## src/sts_pkg.sv

```systemverilog
// Shared types and codes for the sorted table block.
// No dependencies.
package sts_pkg;

    localparam int DEFAULT_CAPACITY = 64;
    localparam int KEY_W   = 32;
    localparam int IDX_W   = 6;
    localparam int OCNT_W  = 7;

    typedef enum logic [1:0] {
        OP_INSERT = 2'd0,
        OP_REMOVE = 2'd1,
        OP_LOOKUP = 2'd2,
        OP_READ   = 2'd3
    } op_t;

    typedef enum logic [1:0] {
        ST_OK        = 2'd0,
        ST_FULL      = 2'd1,
        ST_NOT_FOUND = 2'd2,
        ST_RANGE     = 2'd3
    } status_t;

    typedef struct packed {
        logic [1:0]              operation;
        logic signed [KEY_W-1:0] key_value;
        logic [IDX_W-1:0]        read_index;
    } in_word_t;

    typedef struct packed {
        logic [1:0]              status;
        logic [IDX_W-1:0]        position;
        logic signed [KEY_W-1:0] entry_value;
        logic [OCNT_W-1:0]       entry_count;
    } out_word_t;

    typedef struct packed {
        logic we;
        logic re;
    } ram_ctl_t;

endpackage

```

## src/sts_ram.sv

```systemverilog
// Single-port-write, single-read table memory, registered read data.
// Depends on sts_pkg.
module sts_ram #(
    parameter int DEPTH = sts_pkg::DEFAULT_CAPACITY,
    parameter int AW    = $clog2(sts_pkg::DEFAULT_CAPACITY)
) (
    input  logic                              aclk,
    input  sts_pkg::ram_ctl_t                 ctl,
    input  logic [AW-1:0]                     waddr,
    input  logic signed [sts_pkg::KEY_W-1:0]  wdata,
    input  logic [AW-1:0]                     raddr,
    output logic signed [sts_pkg::KEY_W-1:0]  rdata
);
    import sts_pkg::*;

    logic signed [KEY_W-1:0] mem [DEPTH];

    always_ff @(posedge aclk) begin
        if (ctl.we) begin
            mem[waddr] <= wdata;
        end
        if (ctl.re) begin
            rdata <= mem[raddr];
        end
    end

endmodule

```

## src/sts_engine.sv

```systemverilog
// Sequencer for search, shift-insert, shift-remove and read on the table memory.
// Depends on sts_pkg and sts_ram.
module sts_engine #(
    parameter int CAPACITY = sts_pkg::DEFAULT_CAPACITY
) (
    input  logic                aclk,
    input  logic                aresetn,
    input  logic                s_valid,
    output logic                s_ready,
    input  sts_pkg::in_word_t   s_data,
    output logic                res_valid,
    input  logic                res_take,
    output sts_pkg::out_word_t  res_data
);
    import sts_pkg::*;

    localparam int AW    = (CAPACITY > 1) ? $clog2(CAPACITY) : 1;
    localparam int CNT_W = $clog2(CAPACITY + 1);
    localparam int SW    = AW + 2;
    localparam int XW    = (CNT_W > IDX_W) ? CNT_W : IDX_W;

    typedef enum logic [8:0] {
        S_IDLE = 9'b000000001,
        S_SRD  = 9'b000000010,
        S_SCMP = 9'b000000100,
        S_DRD  = 9'b000001000,
        S_DWR  = 9'b000010000,
        S_IRD  = 9'b000100000,
        S_ICMP = 9'b001000000,
        S_RDAT = 9'b010000000,
        S_DONE = 9'b100000000
    } state_t;

    state_t                  state_reg, state_next;
    logic [1:0]              op_reg, op_next;
    logic signed [KEY_W-1:0] key_reg, key_next;
    logic signed [SW-1:0]    l_reg, l_next, r_reg, r_next;
    logic [CNT_W-1:0]        i_reg, i_next;
    logic [CNT_W-1:0]        count_reg, count_next;
    out_word_t               res_reg, res_next;

    ram_ctl_t                ram_ctl;
    logic [AW-1:0]           waddr, raddr;
    logic signed [KEY_W-1:0] wdata, rdata;

    logic [SW-1:0]           sum_w, mid_w;
    logic [CNT_W:0]          i_plus_w;

    sts_ram #(.DEPTH(CAPACITY), .AW(AW)) u_ram (
        .aclk  (aclk),
        .ctl   (ram_ctl),
        .waddr (waddr),
        .wdata (wdata),
        .raddr (raddr),
        .rdata (rdata)
    );

    assign sum_w     = SW'(l_reg + r_reg);
    assign mid_w     = sum_w >> 1;
    assign i_plus_w  = {1'b0, i_reg} + 1'b1;
    assign s_ready   = (state_reg == S_IDLE);
    assign res_valid = (state_reg == S_DONE);
    assign res_data  = res_reg;

    always_comb begin
        state_next = state_reg;
        op_next    = op_reg;
        key_next   = key_reg;
        l_next     = l_reg;
        r_next     = r_reg;
        i_next     = i_reg;
        count_next = count_reg;
        res_next   = res_reg;
        ram_ctl    = '0;
        waddr      = AW'(i_reg);
        raddr      = AW'(mid_w);
        wdata      = key_reg;
        case (state_reg)
            S_IDLE: begin
                if (s_valid) begin
                    op_next  = s_data.operation;
                    key_next = s_data.key_value;
                    res_next = '0;
                    res_next.status      = ST_OK;
                    res_next.entry_count = OCNT_W'(count_reg);
                    case (s_data.operation)
                        OP_INSERT: begin
                            if (count_reg == CNT_W'(CAPACITY)) begin
                                res_next.status = ST_FULL;
                                state_next      = S_DONE;
                            end else begin
                                i_next     = count_reg;
                                state_next = S_IRD;
                            end
                        end
                        OP_REMOVE, OP_LOOKUP: begin
                            l_next     = '0;
                            r_next     = SW'(count_reg) - 1'b1;
                            state_next = S_SRD;
                        end
                        default: begin
                            if (XW'(s_data.read_index) >= XW'(count_reg)) begin
                                res_next.status = ST_RANGE;
                                state_next      = S_DONE;
                            end else begin
                                ram_ctl.re = 1'b1;
                                raddr      = AW'(s_data.read_index);
                                state_next = S_RDAT;
                            end
                        end
                    endcase
                end
            end
            S_SRD: begin
                if (l_reg <= r_reg) begin
                    ram_ctl.re = 1'b1;
                    raddr      = AW'(mid_w);
                    state_next = S_SCMP;
                end else begin
                    res_next.status = ST_NOT_FOUND;
                    state_next      = S_DONE;
                end
            end
            S_SCMP: begin
                if (key_reg < rdata) begin
                    r_next     = $signed(mid_w) - 1'b1;
                    state_next = S_SRD;
                end else if (key_reg > rdata) begin
                    l_next     = $signed(mid_w) + 1'b1;
                    state_next = S_SRD;
                end else begin
                    res_next.position = IDX_W'(mid_w);
                    if (op_reg == OP_REMOVE) begin
                        i_next     = CNT_W'(mid_w);
                        state_next = S_DRD;
                    end else begin
                        state_next = S_DONE;
                    end
                end
            end
            S_DRD: begin
                if (i_plus_w < {1'b0, count_reg}) begin
                    ram_ctl.re = 1'b1;
                    raddr      = AW'(i_plus_w);
                    state_next = S_DWR;
                end else begin
                    count_next           = count_reg - 1'b1;
                    res_next.entry_count = OCNT_W'(count_next);
                    state_next           = S_DONE;
                end
            end
            S_DWR: begin
                ram_ctl.we = 1'b1;
                waddr      = AW'(i_reg);
                wdata      = rdata;
                i_next     = CNT_W'(i_plus_w);
                state_next = S_DRD;
            end
            S_IRD: begin
                if (i_reg != '0) begin
                    ram_ctl.re = 1'b1;
                    raddr      = AW'(i_reg - 1'b1);
                    state_next = S_ICMP;
                end else begin
                    ram_ctl.we           = 1'b1;
                    count_next           = count_reg + 1'b1;
                    res_next.entry_count = OCNT_W'(count_next);
                    state_next           = S_DONE;
                end
            end
            S_ICMP: begin
                ram_ctl.we = 1'b1;
                waddr      = AW'(i_reg);
                if (rdata > key_reg) begin
                    wdata      = rdata;
                    i_next     = i_reg - 1'b1;
                    state_next = S_IRD;
                end else begin
                    count_next           = count_reg + 1'b1;
                    res_next.entry_count = OCNT_W'(count_next);
                    state_next           = S_DONE;
                end
            end
            S_RDAT: begin
                res_next.entry_value = rdata;
                state_next           = S_DONE;
            end
            S_DONE: begin
                if (res_take) begin
                    state_next = S_IDLE;
                end
            end
            default: begin
                state_next = S_IDLE;
            end
        endcase
    end

    always_ff @(posedge aclk) begin
        if (!aresetn) begin
            state_reg <= S_IDLE;
            count_reg <= '0;
        end else begin
            state_reg <= state_next;
            count_reg <= count_next;
        end
        op_reg  <= op_next;
        key_reg <= key_next;
        l_reg   <= l_next;
        r_reg   <= r_next;
        i_reg   <= i_next;
        res_reg <= res_next;
    end

endmodule

```

## src/sorted_table_search_update.sv

```systemverilog
// Sorted table top level: engine plus output word register.
// Depends on sts_pkg, sts_engine.
// Keeps up to CAPACITY signed entries in ascending order in one table memory
// (one write, one registered read per cycle). One word in gives one word out.
// Each search step is a memory read followed by a compare. A lookup halves the
// search range on each step until it finds the key or the range is empty. Remove
// searches the same way, then moves each later entry down one place, a read and
// a write per entry; insert moves each larger entry up one place, a read and a
// compare-and-write per entry, then writes the key; read is a single registered
// memory read; an insert into a full table is refused with full status. A
// finished word waits in the output register while the next word in is accepted
// once the engine has handed it over.
module sorted_table_search_update #(
    parameter int CAPACITY = sts_pkg::DEFAULT_CAPACITY
) (
    input  logic                aclk,
    input  logic                aresetn,
    input  logic                s_valid,
    output logic                s_ready,
    input  sts_pkg::in_word_t   s_data,
    output logic                m_valid,
    input  logic                m_ready,
    output sts_pkg::out_word_t  m_data
);
    import sts_pkg::*;

    logic      res_valid, res_take;
    out_word_t res_data;
    logic      m_valid_reg, m_valid_next;
    out_word_t m_data_reg;

    sts_engine #(.CAPACITY(CAPACITY)) u_engine (
        .aclk      (aclk),
        .aresetn   (aresetn),
        .s_valid   (s_valid),
        .s_ready   (s_ready),
        .s_data    (s_data),
        .res_valid (res_valid),
        .res_take  (res_take),
        .res_data  (res_data)
    );

    assign res_take     = res_valid && (!m_valid_reg || m_ready);
    assign m_valid_next = res_take ? 1'b1 : (m_valid_reg && !m_ready);
    assign m_valid      = m_valid_reg;
    assign m_data       = m_data_reg;

    always_ff @(posedge aclk) begin
        if (!aresetn) begin
            m_valid_reg <= 1'b0;
        end else begin
            m_valid_reg <= m_valid_next;
        end
        if (res_take) begin
            m_data_reg <= res_data;
        end
    end

    a_busy_after_accept: assert property (@(posedge aclk) disable iff (!aresetn)
        (s_valid && s_ready) |=> !s_ready)
        else $error("engine idle right after accepting a word");

    a_full_count: assert property (@(posedge aclk) disable iff (!aresetn)
        (m_valid && m_data.status == ST_FULL) |-> m_data.entry_count == OCNT_W'(CAPACITY))
        else $error("full status with count below capacity");

    a_not_found_pos: assert property (@(posedge aclk) disable iff (!aresetn)
        (m_valid && m_data.status == ST_NOT_FOUND) |-> m_data.position == '0)
        else $error("nonzero position on not found");

    a_range_value: assert property (@(posedge aclk) disable iff (!aresetn)
        (m_valid && m_data.status == ST_RANGE) |-> m_data.entry_value == '0)
        else $error("nonzero entry on index beyond count");

endmodule
```

## config.mk

```make
export PLATFORM = sky130hd
export DESIGN_NAME = sorted_table_search_update
export DESIGN_NICKNAME = d
export VERILOG_FILES = /design/src/sts_pkg.sv /design/src/sts_ram.sv /design/src/sts_engine.sv /design/src/sorted_table_search_update.sv
export SDC_FILE = /design/constraint.sdc
export NUM_CORES = 2
export LEC_CHECK = 0
export BUFFER_PORTS_ARGS = -buffer_cell sky130_fd_sc_hd__clkbuf_2
export CORE_ASPECT_RATIO = 0.6
export CORE_MARGIN = 1.5
export CORE_UTILIZATION = 45
export DETAILED_ROUTE_END_ITERATION = 10
export MAX_ROUTING_LAYER = met4
export PLACE_DENSITY = 0.61
export SLEW_MARGIN = 20
export SYNTH_ARGS = -nofsm -noshare
export SYNTH_HDL_FRONTEND = slang
export SYNTH_SLANG_ARGS = --single-unit
```

## constraint.sdc

```tcl
create_clock -name aclk -period 4.35 [get_ports aclk]
set_input_delay 0.87 -clock aclk [delete_from_list [all_inputs] [get_ports aclk]]
set_output_delay 0.87 -clock aclk [all_outputs]
set_load 0.05 [all_outputs]
```

---- Yosys cells after proc, flatten, opt, wreduce, memory -nomap -nowiden ----
Memory sizes are Yosys's and may differ from the RTL's. A register that Yosys moved wholly into a read port is not among the register bits.
Index checks and enable logic that the tools add are counted.
W data, S select, Z words.
cells by class
  $add $sub $neg .......................... 8
  order comparisons ....................... 6
  equality and inequality tests ........... 28
  mux-type cells .......................... 65
  reductions and logical operators ........ 26
operators by type and width
  operator               number
  $pmux W32 S2           2
  $mux W9                11
  $pmux W9 S9            1
  $mux W7                10
  $gt A32 B32 Y1         2
  $mux W8                7
  $pmux W7 S4            2
  $mux W47               1
  $mux W6                7
  $lt A32 B32 Y1         1
  $mux W32               1
  $pmux W8 S2            2
  $pmux W7 S3            1
  $pmux W6 S3            1
  $pmux W9 S2            1
  $add A7 B1 Y8 const B  2
  $ne A2 B2 Y1 const B   8
  $sub A7 B1 Y8 const B  2
  $ne A2 B1 Y1 const B   7
  $sub A7 B1 Y7 const B  2
  $pmux W6 S2            1
  $reduce_and A4 Y1      3
  $mux W1                11
  $reduce_and A5 Y1      2
  other kinds (34)       45
storage, ports and cells
  register bits after elaboration ......... 168
  RAM bits ................................ 2048
  input bits .............................. 44
  output and inout bits ................... 49
  logic and storage cells ................. 150
  memories ................................ 1
memories
  memory              depth  bits a word  read ports  clocked after Yosys merged registers in  write ports  line           RTL
  u_engine.u_ram.mem  64     32           1           1                                        1            sts_ram.sv:16  logic signed [KEY_W-1:0] mem [DEPTH];

---- Logic depth before layout (Yosys ltp) ----
  depth in word-level cells ............... 5
  gate-level depth with buffers ........... 24
  mapped depth without buffers ............ 16

---- Modules after synthesis ----
A second synthesis with hierarchy kept.
second synthesis, totals
  cells, all modules ...................... 4307
  area total of the unflattened synthesis .. 88533.7 um2
by module, submodules not included
  module                      instances  cells each  area an instance (um2)  seq. area each (um2)
  sts_ram                     1          3507        79273.5                 62459.9
  sts_engine                  1          749         7801.2                  3443.3
  sorted_table_search_update  1          51          1458.9                  1431.4

---- Least setup slack after synthesis ----
No wires, ideal clock.
  path type ............................... input port to flip-flop
  start ................................... input port s_valid
  end ..................................... register u_engine.u_ram.rdata[20] (netlist bit), read port of u_engine.u_ram.mem (data pin)
  setup time .............................. 272 ps
  arrival ................................. 4378 ps
  required time ........................... 4078 ps
  setup slack ............................. -300 ps
  stages .................................. 13
  path buffers ............................ 2
  cell sequence ........................... nor4bb_1 nand2_1 inv_1 and3_1 a211oi_1 o311a_1 nand2_1 buf_2 clkbuf_1 mux4_2 a22oi_1 nand3_1 or4_1
on the way
  cells in the longest elaborated chain, start to end .. 2
  elaborated cells on any way between the ends .. 4
  classes of those cells .................. mux: 4
RTL lines
  what                                               line                              RTL
  from (decl)                                        sorted_table_search_update.sv:18  input logic s_valid,
  $mux W1 / $mux W6 (equally long branches)          sts_engine.sv:80                  if (s_valid) begin
  $pmux W1 S4 / $pmux W6 S3 (equally long branches)  sts_engine.sv:78                  case (state_reg)
  to (decl)                                          sts_ram.sv:12                     output logic signed [sts_pkg::KEY_W-1:0] rdata
Parallel ways exist; a longest one is shown, timed or not.
A chain may end at the register's enable or synchronous reset.

---- Worst setup path after layout ----
  start ................................... register u_engine.i_reg[0]
  end ..................................... register u_engine.u_ram.rdata[2] (netlist bit), read port of u_engine.u_ram.mem (data pin)
on the way
  cells in the longest elaborated chain, start to end .. 4
  elaborated cells on any way between the ends .. 10
  classes of those cells .................. add/sub: 2; order compare: 1; mux: 6; reduce/logical: 1
RTL lines
  what                                               line               RTL
  from (decl)                                        sts_engine.sv:38   logic [CNT_W-1:0] i_reg, i_next;
  from (signal assigned)                             sts_engine.sv:211  i_reg <= i_next;
  $add A7 B1 Y8                                      sts_engine.sv:60   assign i_plus_w = {1'b0, i_reg} + 1'b1;
  $lt A8 B7 Y1                                       sts_engine.sv:142  if (i_plus_w < {1'b0, count_reg}) begin
  $mux W1 / $mux W6 (equally long branches)          sts_engine.sv:142
  $pmux W1 S4 / $pmux W6 S3 (equally long branches)  sts_engine.sv:78
Parallel ways exist; a longest one is shown, timed or not.

==> reports/metrics.cfg <==
[layout]
fill_cells=15166
final_common_cell=edfxtp_1
utilization_pct=55.9
drive_above_1_share_pct=27.1
finish.instance_area_sq_um=110000
mostFrequentLayoutCells=edfxtp_1 (2231), nand2_1 (1027), buf_4 (573)
largest_reg_flops=2048
final_nets=6521
area_growth_pct=23.5
final_cells=9237

[placed_design]
gp_congestion=0.944
dp_hpwl_um=186000
dpl_worst_slack_ps=-1230
io_buffers=92
dpl.cell_count=8685
placed_cell_area_sq_um=99800

[detailed_routing]
num_vias=56255
drc=0
wl_per_cell_um=31.4
viasPerCell=6.09
final_antenna_net_count=0
drt-pass1-iter-count=6
drt-initial-drc-count=9154
drt_wl_total_um=290000

[die]
fp.dieH_um=347
core_sq_um=196000
die_w_um=577
io_pins=93
dieArea_sq_um=200000
row_count=126
initial_core_util_pct=45.2

[logic_synthesis]
syn_inst=5516
synthArstFlopShare_pct=0
synth.lib_cells_used.distinct=81
synth_fp_nets=5630
syn-cell-area_sq_um=88800
synth_area_leaders=edfxtp_1 (75%), mux4_2 (5.0%), nand2_1 (4.4%), nand3_1 (2.4%), mux2i_1 (1.8%)
syn_avg_cell_area_sq_um=16.1
ys_seq_area_share_pct=75.8
synth_edf_count=2231
yosys.area.top_type=edfxtp_1
synth_top_area_share_pct=75.4
yosys_register_bits=2248
yosys_warnings=0
synth_top_flop_cell=edfxtp_1

[setup_path]
critical_path_class=flop to flop
cp_data_arrival_time_ps=5530
crit_buf_inv=4
crit_chain=inv_2 -> nor2_4 -> nand3_2 -> xnor2_2 -> ha_1 -> a21o_1 -> a21oi_4 -> o31ai_4 -> o21ai_2 -> and3_4 -> o221a_4 -> buf_12 -> buf_16 -> buf_16 -> mux4_2 -> a22oi_2 -> nand3_4 -> or4_1
setup.worst_path.end_class=flop
worst_path_largest_cell_delay_ps=620
path_delay_family=simple AND/OR/NAND/NOR gates
cp_num_cells=18
reg2reg_depth=18
crit_path_frequent_cell=buf_16
critPathSlowestCell=or4_1
critPathLaunchType=flop
cp.required_ps=4950
worstPathMaxFanout=16

[global_routing]
overflow=0
grt.total_usage_pct=29.3
grt_max_degree=65
antenna_found_initial=24
grt_pass1_vias=52412
grt_pass1_wl_um=401000

[sta]
max_freq_ghz=0.203
worstMarginPinSlew_ps=1070
clock_skew_ps=41.4
finalCriticalPeriod_ps=4930
timing.slew.headroom_pct=27.7
finalHoldViolations=0
finalSetupViolCount=32
slew_violations=0
fin_ws_ps=-578
grt_setup_unrepaired=true
period_share_pct=113

[clocking]
cts_made_buffers=199
cts_tree=yes
clock_path_buffers=4
clk_pin_slew_ps=70
ctsHoldBuffers=0
cts_root_buffer=clkbuf_16
htreeDepth=4
clock-sinks=2248
clkLatencyLatePin_ps=860

[power]
power_w=0.0593
ir_drop_mv=0.372
p_leak_nw=37.3
powerDensity_nw_per_um2=540

[run_status]
violations=negative setup slack
status=finished with violations

[hold_path]
hold_class=input port to flop
whs_path_depth=1

[job]
maxCapViolations=0

==> cells by family (layout without fill, tap and decap cells) <==
family,after synthesis,in the layout,share of synthesized area [%]
other cells,0,75,0
buf+inv,362,1384,1.93
mux,394,394,7.27
compound gates,508,508,4.19
fa+ha+maj,70,70,0.994
simple gates,1903,1903,9.52
xor+xnor,31,31,0.306
flops,2248,2248,75.8
==> stage by stage <==
step	hold slack [ps]	setup TNS (ps)
6_report	194	-11550
5_1_grt	165	-14710
4_1_cts	149	-8540
3_5_place_dp	405	-527200
3_3_place_gp	403	-322540
2_1_floorplan	400	0
==> worst register-to-register path: cells and delay by family (launching register included) <==
| family | cells | cell delay [ps] |
|---|---|---|
| compound gates | 6 | 1250 |
| xor+xnor | 1 | 210 |
| fa+ha+maj | 1 | 300 |
| buf+inv | 4 | 550 |
| flops | 1 | 450 |
| mux | 1 | 510 |
| simple gates | 5 | 1420 |
==> path summary, 6_finish.rpt <==
path	startpoint	endpoint	slack (ps)
setup / recovery	u_engine.i_reg[0]	u_engine.u_ram.rdata[2]	-580
hold / removal	s_data[20]	u_engine.key_reg[14]	190
setup reg to reg	u_engine.i_reg[0]	u_engine.u_ram.rdata[2]	-580
hold reg to reg	u_engine.res_data[0]	m_data[0]	410
==> timing repair <==
item                                    4_1_cts  5_1_grt
endpoints found under the hold margin         0        0
pin swaps                                   133       90
gates resized for setup                     307      103
setup buffers                                76       64
cloned                                       22       10
endpoints found under the setup margin     2029     1372
==> per-layer routing <==
metal  GRT usage (%)  wire (um)  up-vias  share of wire, %
met5               -          0        -                 0
met4            7.29       7580        0               2.6
met3            10.0      43500      440                15
met2            38.0     117000     3847                40
met1            43.7     122000    28688                42
li1                -          -    23280                 -
==> synthesized netlist by cell type (all sizes together) (4+ instances only) <==
master,number
nand2,1032
a211oi,7
o211ai,12
nand2b,12
a221oi,7
o221ai,5
o221a,5
dfxtp,17
o21ai,37
a311oi,8
nor2b,16
o311ai,4
a21oi,103
a22oi,81
xor2,9
o2111ai,23
nand4,92
edfxtp,2231
o22ai,15
a22o,12
mux2i,163
a31oi,30
nor4,8
and2,36
a32oi,118
ha,69
or4,14
nand3,426
inv,70
and4,8
or3,9
a21o,10
nor3,20
clkbuf,153
o21a,9
mux4,198
buf,139
xnor2,22
and3,32
nor2,177
mux2,33
==> final cells by class <==
class                   instances  area (sq um)  share of cell area (%)
inverters                      70           267                   0.243
multi-input cells            2906         21700                    19.8
clock inverters                85           689                   0.628
clock buffers                 247          5270                    4.80
flip-flops and latches       2248         67300                    61.4
diodes                         75           188                   0.171
well taps                    2624          3280                    2.99
repair buffers                982         11000                    9.99
==> power by group <==
group	total, W	leakage [nW]	switching (W)	internal [W]
Combinational	0.0174	14.2	0.0102	0.00716
Clock	0.0170	2.92	0.00785	0.00918
Sequential	0.0249	20.2	0.000138	0.0247
Total	0.0593	37.3	0.0182	0.0411
(Power assumes the default switching activity.)
